--- src/sv/quad_x_mixer_desaturate_top_defines.svh ---
// Assertion macros used by the quad-X mixer top level.
`ifndef QUAD_X_MIXER_DESATURATE_TOP_DEFINES_SVH
`define QUAD_X_MIXER_DESATURATE_TOP_DEFINES_SVH
`ifndef SYNTH
`define QXMD_ASSERT(name, clk_s, rst_s, prop) \
  name: assert property (@(posedge clk_s) disable iff (!rst_s) prop) \
    else $error("quad-X mixer check failed");
`define QXMD_ASSERT_IMP(name, clk_s, rst_s, ante, cons) \
  name: assert property (@(posedge clk_s) disable iff (!rst_s) (ante) |-> (cons)) \
    else $error("quad-X mixer check failed");
`else
`define QXMD_ASSERT(name, clk_s, rst_s, prop)
`define QXMD_ASSERT_IMP(name, clk_s, rst_s, ante, cons)
`endif
`endif

--- src/sv/qxmd_pkg.sv ---
// Package of the quad-X mixer: widths, constants and pipeline word types.
package qxmd_pkg;

  localparam int FRAC_BITS  = 8;
  localparam int DUTY_W     = 16;
  localparam int CORR_W     = 24;
  localparam int NUM_MOTORS = 4;

  localparam int M_BR = 0;
  localparam int M_FR = 1;
  localparam int M_FL = 2;
  localparam int M_BL = 3;

  localparam int DMAG_W = CORR_W + 1;
  localparam int D_W    = DMAG_W + 1;
  localparam int SPAN_W = D_W;
  localparam int LIM_W  = DUTY_W + FRAC_BITS;
  localparam int PROD_W = DMAG_W + LIM_W;
  localparam int QUO_W  = DMAG_W;
  localparam int CMP_W  = (PROD_W > SPAN_W + QUO_W) ? PROD_W : SPAN_W + QUO_W;
  localparam int M_W    = ((LIM_W + 1 > D_W) ? LIM_W + 1 : D_W) + 1;
  localparam int V_W    = M_W + 2;
  localparam int SUM_W  = DUTY_W + 3;
  localparam int SD_W   = SUM_W + FRAC_BITS - 2;
  localparam int FD_W   = ((CORR_W > SD_W) ? CORR_W : SD_W) + 1;
  localparam int ONE_Q  = 1 << FRAC_BITS;

  localparam int MIX_STAGES = 3;
  localparam int OUT_STAGES = 6;
  localparam int PIPE_DEPTH = MIX_STAGES + QUO_W + OUT_STAGES;

  localparam logic [DUTY_W-1:0] MAX_DUTY_RST = DUTY_W'(1023);

  typedef struct packed {
    logic [DUTY_W-1:0]        base_duty;
    logic signed [CORR_W-1:0] roll_cmd;
    logic signed [CORR_W-1:0] pitch_cmd;
    logic signed [CORR_W-1:0] yaw_cmd;
  } in_word_t;

  typedef struct packed {
    logic [DUTY_W-1:0] motor_back_right;
    logic [DUTY_W-1:0] motor_front_right;
    logic [DUTY_W-1:0] motor_front_left;
    logic [DUTY_W-1:0] motor_back_left;
    logic              roll_short_pos;
    logic              roll_short_neg;
    logic              pitch_short_pos;
    logic              pitch_short_neg;
    logic              yaw_short_pos;
    logic              yaw_short_neg;
    logic              any_saturated;
    logic [DUTY_W-1:0] headroom;
  } out_word_t;

  typedef logic signed [D_W-1:0] dval_t;

  typedef struct packed {
    logic [LIM_W-1:0]              thr;
    logic signed [CORR_W-1:0]      roll;
    logic signed [CORR_W-1:0]      pitch;
    logic signed [CORR_W-1:0]      yaw;
    dval_t [NUM_MOTORS-1:0]        d;
  } side_t;

  typedef struct packed {
    logic [SPAN_W-1:0]                  span;
    logic                               scale;
    logic [NUM_MOTORS-1:0]              neg;
    logic [NUM_MOTORS-1:0][PROD_W-1:0]  rem;
    logic [NUM_MOTORS-1:0][QUO_W-1:0]   quo;
  } div_word_t;

endpackage

--- src/sv/qxmd_out.sv ---
// Quad-X mixer back stages: select, extremes, shift, duty clamp, axis check, output.
module qxmd_out (
  input  logic                        clk,
  input  logic                        rst_n,
  input  logic                        in_valid,
  input  qxmd_pkg::side_t             in_side,
  input  qxmd_pkg::div_word_t         in_div,
  input  logic [qxmd_pkg::DUTY_W-1:0] max_duty,
  output logic                        out_valid,
  output qxmd_pkg::out_word_t         out_data
);
  import qxmd_pkg::*;

  side_t                   o1_nxt, o1_side_r, o2_side_r, o3_side_r, o4_side_r, o5_side_r;
  logic                    o1_vld_r, o2_vld_r, o3_vld_r, o4_vld_r, o5_vld_r, out_valid_r;
  dval_t                   dsel [NUM_MOTORS];
  dval_t                   hi01, hi23, lo01, lo23, max_nxt, min_nxt;
  dval_t                   o2_max_r, o2_min_r;
  logic signed [M_W-1:0]   thr_s, lim_s, hi_s, lo_s;
  logic signed [M_W-1:0]   m_nxt [NUM_MOTORS];
  logic signed [M_W-1:0]   o3_m_r [NUM_MOTORS];
  logic signed [M_W:0]     shift_nxt, o3_shift_r;
  logic [DUTY_W-1:0]       duty_nxt [NUM_MOTORS];
  logic [DUTY_W-1:0]       o4_duty_r [NUM_MOTORS];
  logic [DUTY_W-1:0]       o5_duty_r [NUM_MOTORS];
  logic signed [SUM_W-1:0] a [NUM_MOTORS];
  logic signed [SUM_W-1:0] rs, ps, ys;
  logic signed [SD_W-1:0]  rd_nxt, pd_nxt, yd_nxt, o5_rd_r, o5_pd_r, o5_yd_r;
  logic [DUTY_W-1:0]       top01, top23, top_nxt, head_nxt, o5_head_r;
  out_word_t               out_nxt, out_data_r;

  function automatic logic signed [M_W-1:0] ext_m(dval_t x);
    return {{(M_W-D_W){x[D_W-1]}}, x};
  endfunction

  function automatic logic signed [FD_W-1:0] ext_c(logic signed [CORR_W-1:0] x);
    return {{(FD_W-CORR_W){x[CORR_W-1]}}, x};
  endfunction

  function automatic logic signed [FD_W-1:0] ext_d(logic signed [SD_W-1:0] x);
    return {{(FD_W-SD_W){x[SD_W-1]}}, x};
  endfunction

  function automatic logic over_one(logic signed [FD_W-1:0] x);
    return x > FD_W'(ONE_Q);
  endfunction

  // Scaled offsets replace the raw ones when the span was too wide.
  always_comb begin
    dval_t q_s;
    o1_nxt = in_side;
    for (int i = 0; i < NUM_MOTORS; i++) begin
      q_s = {1'b0, in_div.quo[i]};
      if (in_div.scale) begin
        o1_nxt.d[i] = in_div.neg[i] ? -q_s : q_s;
      end else begin
        o1_nxt.d[i] = in_side.d[i];
      end
    end
  end

  always_comb begin
    for (int i = 0; i < NUM_MOTORS; i++) begin
      dsel[i] = o1_side_r.d[i];
    end
    hi01    = (dsel[0] > dsel[1]) ? dsel[0] : dsel[1];
    hi23    = (dsel[2] > dsel[3]) ? dsel[2] : dsel[3];
    lo01    = (dsel[0] < dsel[1]) ? dsel[0] : dsel[1];
    lo23    = (dsel[2] < dsel[3]) ? dsel[2] : dsel[3];
    max_nxt = (hi01 > hi23) ? hi01 : hi23;
    min_nxt = (lo01 < lo23) ? lo01 : lo23;
  end

  always_comb begin
    thr_s = $signed({{(M_W-LIM_W){1'b0}}, o2_side_r.thr});
    lim_s = $signed({{(M_W-LIM_W){1'b0}}, max_duty, {FRAC_BITS{1'b0}}});
    hi_s  = thr_s + ext_m(o2_max_r);
    lo_s  = thr_s + ext_m(o2_min_r);
    for (int i = 0; i < NUM_MOTORS; i++) begin
      m_nxt[i] = thr_s + ext_m(o2_side_r.d[i]);
    end
    priority if (hi_s > lim_s) begin
      shift_nxt = {lim_s[M_W-1], lim_s} - {hi_s[M_W-1], hi_s};
    end else if (lo_s[M_W-1]) begin
      shift_nxt = -{lo_s[M_W-1], lo_s};
    end else begin
      shift_nxt = '0;
    end
  end

  always_comb begin
    logic signed [V_W-1:0]      v;
    logic [V_W-FRAC_BITS-2:0]   whole;
    for (int i = 0; i < NUM_MOTORS; i++) begin
      v     = {{2{o3_m_r[i][M_W-1]}}, o3_m_r[i]} + {o3_shift_r[M_W], o3_shift_r};
      whole = v[V_W-2:FRAC_BITS];
      if (v[V_W-1] || v == '0) begin
        duty_nxt[i] = '0;
      end else if (whole > {{(V_W-1-FRAC_BITS-DUTY_W){1'b0}}, max_duty}) begin
        duty_nxt[i] = max_duty;
      end else begin
        duty_nxt[i] = whole[DUTY_W-1:0];
      end
    end
  end

  always_comb begin
    for (int i = 0; i < NUM_MOTORS; i++) begin
      a[i] = $signed({{(SUM_W-DUTY_W){1'b0}}, o4_duty_r[i]});
    end
    rs       = (a[M_BR] + a[M_FR]) - (a[M_FL] + a[M_BL]);
    ps       = (a[M_FR] + a[M_FL]) - (a[M_BR] + a[M_BL]);
    ys       = (a[M_FR] + a[M_BL]) - (a[M_BR] + a[M_FL]);
    rd_nxt   = {rs, {(FRAC_BITS-2){1'b0}}};
    pd_nxt   = {ps, {(FRAC_BITS-2){1'b0}}};
    yd_nxt   = {ys, {(FRAC_BITS-2){1'b0}}};
    top01    = (o4_duty_r[0] > o4_duty_r[1]) ? o4_duty_r[0] : o4_duty_r[1];
    top23    = (o4_duty_r[2] > o4_duty_r[3]) ? o4_duty_r[2] : o4_duty_r[3];
    top_nxt  = (top01 > top23) ? top01 : top23;
    head_nxt = max_duty - top_nxt;
  end

  always_comb begin
    out_nxt.motor_back_right  = o5_duty_r[M_BR];
    out_nxt.motor_front_right = o5_duty_r[M_FR];
    out_nxt.motor_front_left  = o5_duty_r[M_FL];
    out_nxt.motor_back_left   = o5_duty_r[M_BL];
    out_nxt.roll_short_pos    = over_one(ext_c(o5_side_r.roll) - ext_d(o5_rd_r));
    out_nxt.roll_short_neg    = over_one(ext_d(o5_rd_r) - ext_c(o5_side_r.roll));
    out_nxt.pitch_short_pos   = over_one(ext_c(o5_side_r.pitch) - ext_d(o5_pd_r));
    out_nxt.pitch_short_neg   = over_one(ext_d(o5_pd_r) - ext_c(o5_side_r.pitch));
    out_nxt.yaw_short_pos     = over_one(ext_c(o5_side_r.yaw) - ext_d(o5_yd_r));
    out_nxt.yaw_short_neg     = over_one(ext_d(o5_yd_r) - ext_c(o5_side_r.yaw));
    out_nxt.any_saturated     = out_nxt.roll_short_pos | out_nxt.roll_short_neg |
                                out_nxt.pitch_short_pos | out_nxt.pitch_short_neg |
                                out_nxt.yaw_short_pos | out_nxt.yaw_short_neg;
    out_nxt.headroom          = o5_head_r;
  end

  always_ff @(posedge clk) begin
    if (!rst_n) begin
      o1_vld_r    <= 1'b0;
      o2_vld_r    <= 1'b0;
      o3_vld_r    <= 1'b0;
      o4_vld_r    <= 1'b0;
      o5_vld_r    <= 1'b0;
      out_valid_r <= 1'b0;
    end else begin
      o1_vld_r    <= in_valid;
      o2_vld_r    <= o1_vld_r;
      o3_vld_r    <= o2_vld_r;
      o4_vld_r    <= o3_vld_r;
      o5_vld_r    <= o4_vld_r;
      out_valid_r <= o5_vld_r;
    end
  end

  always_ff @(posedge clk) begin
    o1_side_r  <= o1_nxt;
    o2_side_r  <= o1_side_r;
    o2_max_r   <= max_nxt;
    o2_min_r   <= min_nxt;
    o3_side_r  <= o2_side_r;
    o3_m_r     <= m_nxt;
    o3_shift_r <= shift_nxt;
    o4_side_r  <= o3_side_r;
    o4_duty_r  <= duty_nxt;
    o5_side_r  <= o4_side_r;
    o5_duty_r  <= o4_duty_r;
    o5_rd_r    <= rd_nxt;
    o5_pd_r    <= pd_nxt;
    o5_yd_r    <= yd_nxt;
    o5_head_r  <= head_nxt;
    out_data_r <= out_nxt;
  end

  assign out_valid = out_valid_r;
  assign out_data  = out_data_r;

endmodule

--- config.mk ---
export PLATFORM = sky130hd
export DESIGN_NAME = qxmd_out
export DESIGN_NICKNAME = d
export VERILOG_FILES = /design/src/sv/quad_x_mixer_desaturate_top_defines.svh /design/src/sv/qxmd_pkg.sv /design/src/sv/qxmd_out.sv
export SDC_FILE = /design/constraint.sdc
export NUM_CORES = 2
export LEC_CHECK = 0
export BUFFER_PORTS_ARGS = -buffer_cell sky130_fd_sc_hd__clkbuf_2
export CORE_AREA = 4 4 331 333
export DETAILED_ROUTE_END_ITERATION = 12
export DIE_AREA = 0 0 335 337
export PLACE_DENSITY = 0.75
export SLEW_MARGIN = 20
export SYNTH_ARGS = -nofsm -noshare
export SYNTH_HDL_FRONTEND = slang
export SYNTH_SLANG_ARGS = --single-unit
--- constraint.sdc ---
create_clock -name clk -period 14.12 [get_ports clk]
set_input_delay 0.706 -clock clk [delete_from_list [all_inputs] [get_ports clk]]
set_output_delay 0.706 -clock clk [all_outputs]
set_load 0.05 [all_outputs]
==> out/qor.yml <==
drive_above_1_share: 0.104
cp-startpoint: "dsel[55]$_DFF_P_"
cts_setup_buffers: 0
fin_area_um2: 65300
numCtsBuffers: 108
cts-root-buf: "clkbuf_16"
cts_max_path_buffers: 3
grt_max_degree: 103
fin_nets: 7941
routed.top_layer: "met5"
skew_ns: 0.0297
syn_nets: 7539
num_rows: 120
ys_seq_area_frac: 0.377
grtUsageTotal: 0.288
timing.rr.start: "dsel[55]$_DFF_P_"
place_ws_ns: 5.41
ant_nets: 0
reg2reg_slack_ns: 5.56
wl_met2_um: 79900
final_cell_mix: "dfxtp_1, ha_1, inv_1, nor2_1, a21oi_1"
max_slew_margin: 0.194
netlist-cell-type-count: 89
cp_data_required_time_ns: 14.71
outcome: "completed"
ctsHtreeMaxLevel: 3
seqCellArea_um2: 21900
clock_sinks: 1095
first_pass_iters: 6
crit_path_start_kind: "flip-flop"
netlist_area_um2: 58200
die_height_um: 337
overflow: 0
setup_violations: 0
yosysWarnings: 0
hp-class: "in2reg"
multi_input_area_um2: 33900
worst_r2r_path_depth: 23
drc: 0
synth_ff_type: "dfxtp_1"
crit_type: "reg2reg"
core_area_um2: 107000
hpwl_um: 135000
worstHoldEndpoint: "o1_side_r[147]$_DFF_P_"
grt_pass1_wl_um: 255000
wl_met3_um: 9570
syn_avg_cell_area_um2: 9.38
io_pins: 634
worstPathArrival_ns: 9.15
gp_congestion: 0.961
syn_to_final_growth_pct: 12.3
rsz0062_at_grt: "false"
m1WireLength_um: 67800
dpl_cell_area_um2: 61700
syn-instance-count: 6198
hold_viol_final: 0
postSynth.asyncResetShare: 0
insertion_delay_ns: 0.71
vias: 46200
ys_ff_latch: 1095
drt-initial-drc-count: 2516
setup_ws_ns: 5.56
max_cap_violations: 0
layout_commonest_cell: "dfxtp_1"
fin_crit_sh: 0.606
worst_pin_slew_ns: 1.21
port_buffers: 411
fmax_ghz: 0.117
worst_r2r_endpoint: "o2_min_r[13]$_DFF_P_"
via_per_inst: 5.71
die_w_um: 335
drt_wl_total_um: 166000
holdBufCountCts: 0
fill_cells: 8988
grt_pass1_vias: 46500
period_needed_ns: 8.56
worst-path-max-fanout: 52
clk_pin_slew_ns: 0.07
antenna_found_initial: 5
wl_per_cell_um: 20.5
slew_violations: 0
dieArea_um2: 113000
synth_edf_count: 0
min_from: "in_side[147]"
start_util: 0.546
min_path_cells: 1
worstSetupEndpointType: "flip-flop"
cts-resized-gates: 0
cts_tree: "yes"
fin_setup_tns_ns: 0
state kept, by name, summed over array words and instances (netlist names), 26 cells and up:
signal      flops
o2_min_r       26
o4_side_r      72
o5_duty_r      64
dsel          104
o2_side_r     200
o3_m_r        108
o3_shift_r     28
o2_max_r       26
out_data       87
o1_side_r      96
a              64
o5_side_r      72
o3_side_r      72
kinds of logic after synthesis:
family | after synthesis | synth area share
AND/OR/NAND/NOR | 1537 | 0.132
flip-flops | 1095 | 0.377
adder cells (fa/ha/maj) | 796 | 0.185
buffers and inverters | 631 | 0.0410
multiplexers | 203 | 0.0354
AO/OA/AOI/OAI | 1550 | 0.171
XOR/XNOR | 386 | 0.0581
critical path: stages, from the launching register on:
cell and delay (ns):
dfxtp_1 0.40, inv_1 0.08, ha_1 0.31, a21o_1 0.18, a21o_1 0.16, a221oi_1 0.52, o21ai_0 0.39, a2111oi_0 0.91
mux2i_4 0.33, buf_4 0.49, nor2_1 0.07, a21oi_1 0.22, inv_1 0.09, ha_1 0.84, nand4_1 0.29, nor2_1 0.27
nand2_1 0.18, or3_1 0.46, nor3_1 0.34, nand2_2 0.48, and2_1 0.75, nand3_1 0.25, o311ai_0 0.14, nor3_1 0.26
Yosys cell counts (110+ instances only):
library cell / count / area (µm²)
dfxtp_1: 1095 / 21900
ha_1: 685 / 8570
inv_1: 488 / 1830
nor2_1: 443 / 1660
a21oi_1: 438 / 2190
o21ai_0: 347 / 1740
nand2_1: 290 / 1090
xnor2_1: 194 / 1700
xor2_1: 192 / 1680
a21o_1: 185 / 1390
mux2i_1: 181 / 1810
nor3_1: 148 / 741
nand3_1: 128 / 641
clkbuf_1: 124 / 465
fa_1: 110 / 2200
layer usage:
metal | track usage | vias up
met5 | 0 | -
met2 | 0.515 | 1567
li1 | - | 22800
met1 | 0.343 | 21600
met3 | 0.0355 | 329
met4 | 0.141 | 2
per-stage QoR:
step / utilization / hold slack, ns / instances
after detailed placement: 0.579 / 0.312 / 7893
final: 0.613 / 0.0968 / 8097
after floorplan: - / 0.310 / 6198
after global placement: 0.579 / 0.310 / 7893
after global routing: 0.613 / 0.0705 / 8097
after CTS: 0.613 / 0.0476 / 8094
layout make-up:
cell class                 instances  area share
clock buffer                     135      0.0445
multi-input combinational       4472       0.519
sequential                      1095       0.336
antenna                            3    0.000115
clock inverter                    66      0.0113
inverter                         488      0.0280
timing repair buffer             435      0.0343
tap                             1403      0.0269
worst max-delay path by stage:
stage / end / cells after the start
2_1_floorplan: o5_head_r[14]$_DFF_P_ / 41
3_3_place_gp: o2_min_r[24]$_DFF_P_ / 23
3_5_place_dp: o2_min_r[13]$_DFF_P_ / 23
4_1_cts: o2_min_r[13]$_DFF_P_ / 23
5_1_grt: o5_head_r[14]$_DFF_P_ / 40
6_report: o2_min_r[13]$_DFF_P_ / 23
Power is left out: the tool's default activity adds up to more than one toggle a clock period on the data nets, which glitch-free logic cannot reach.
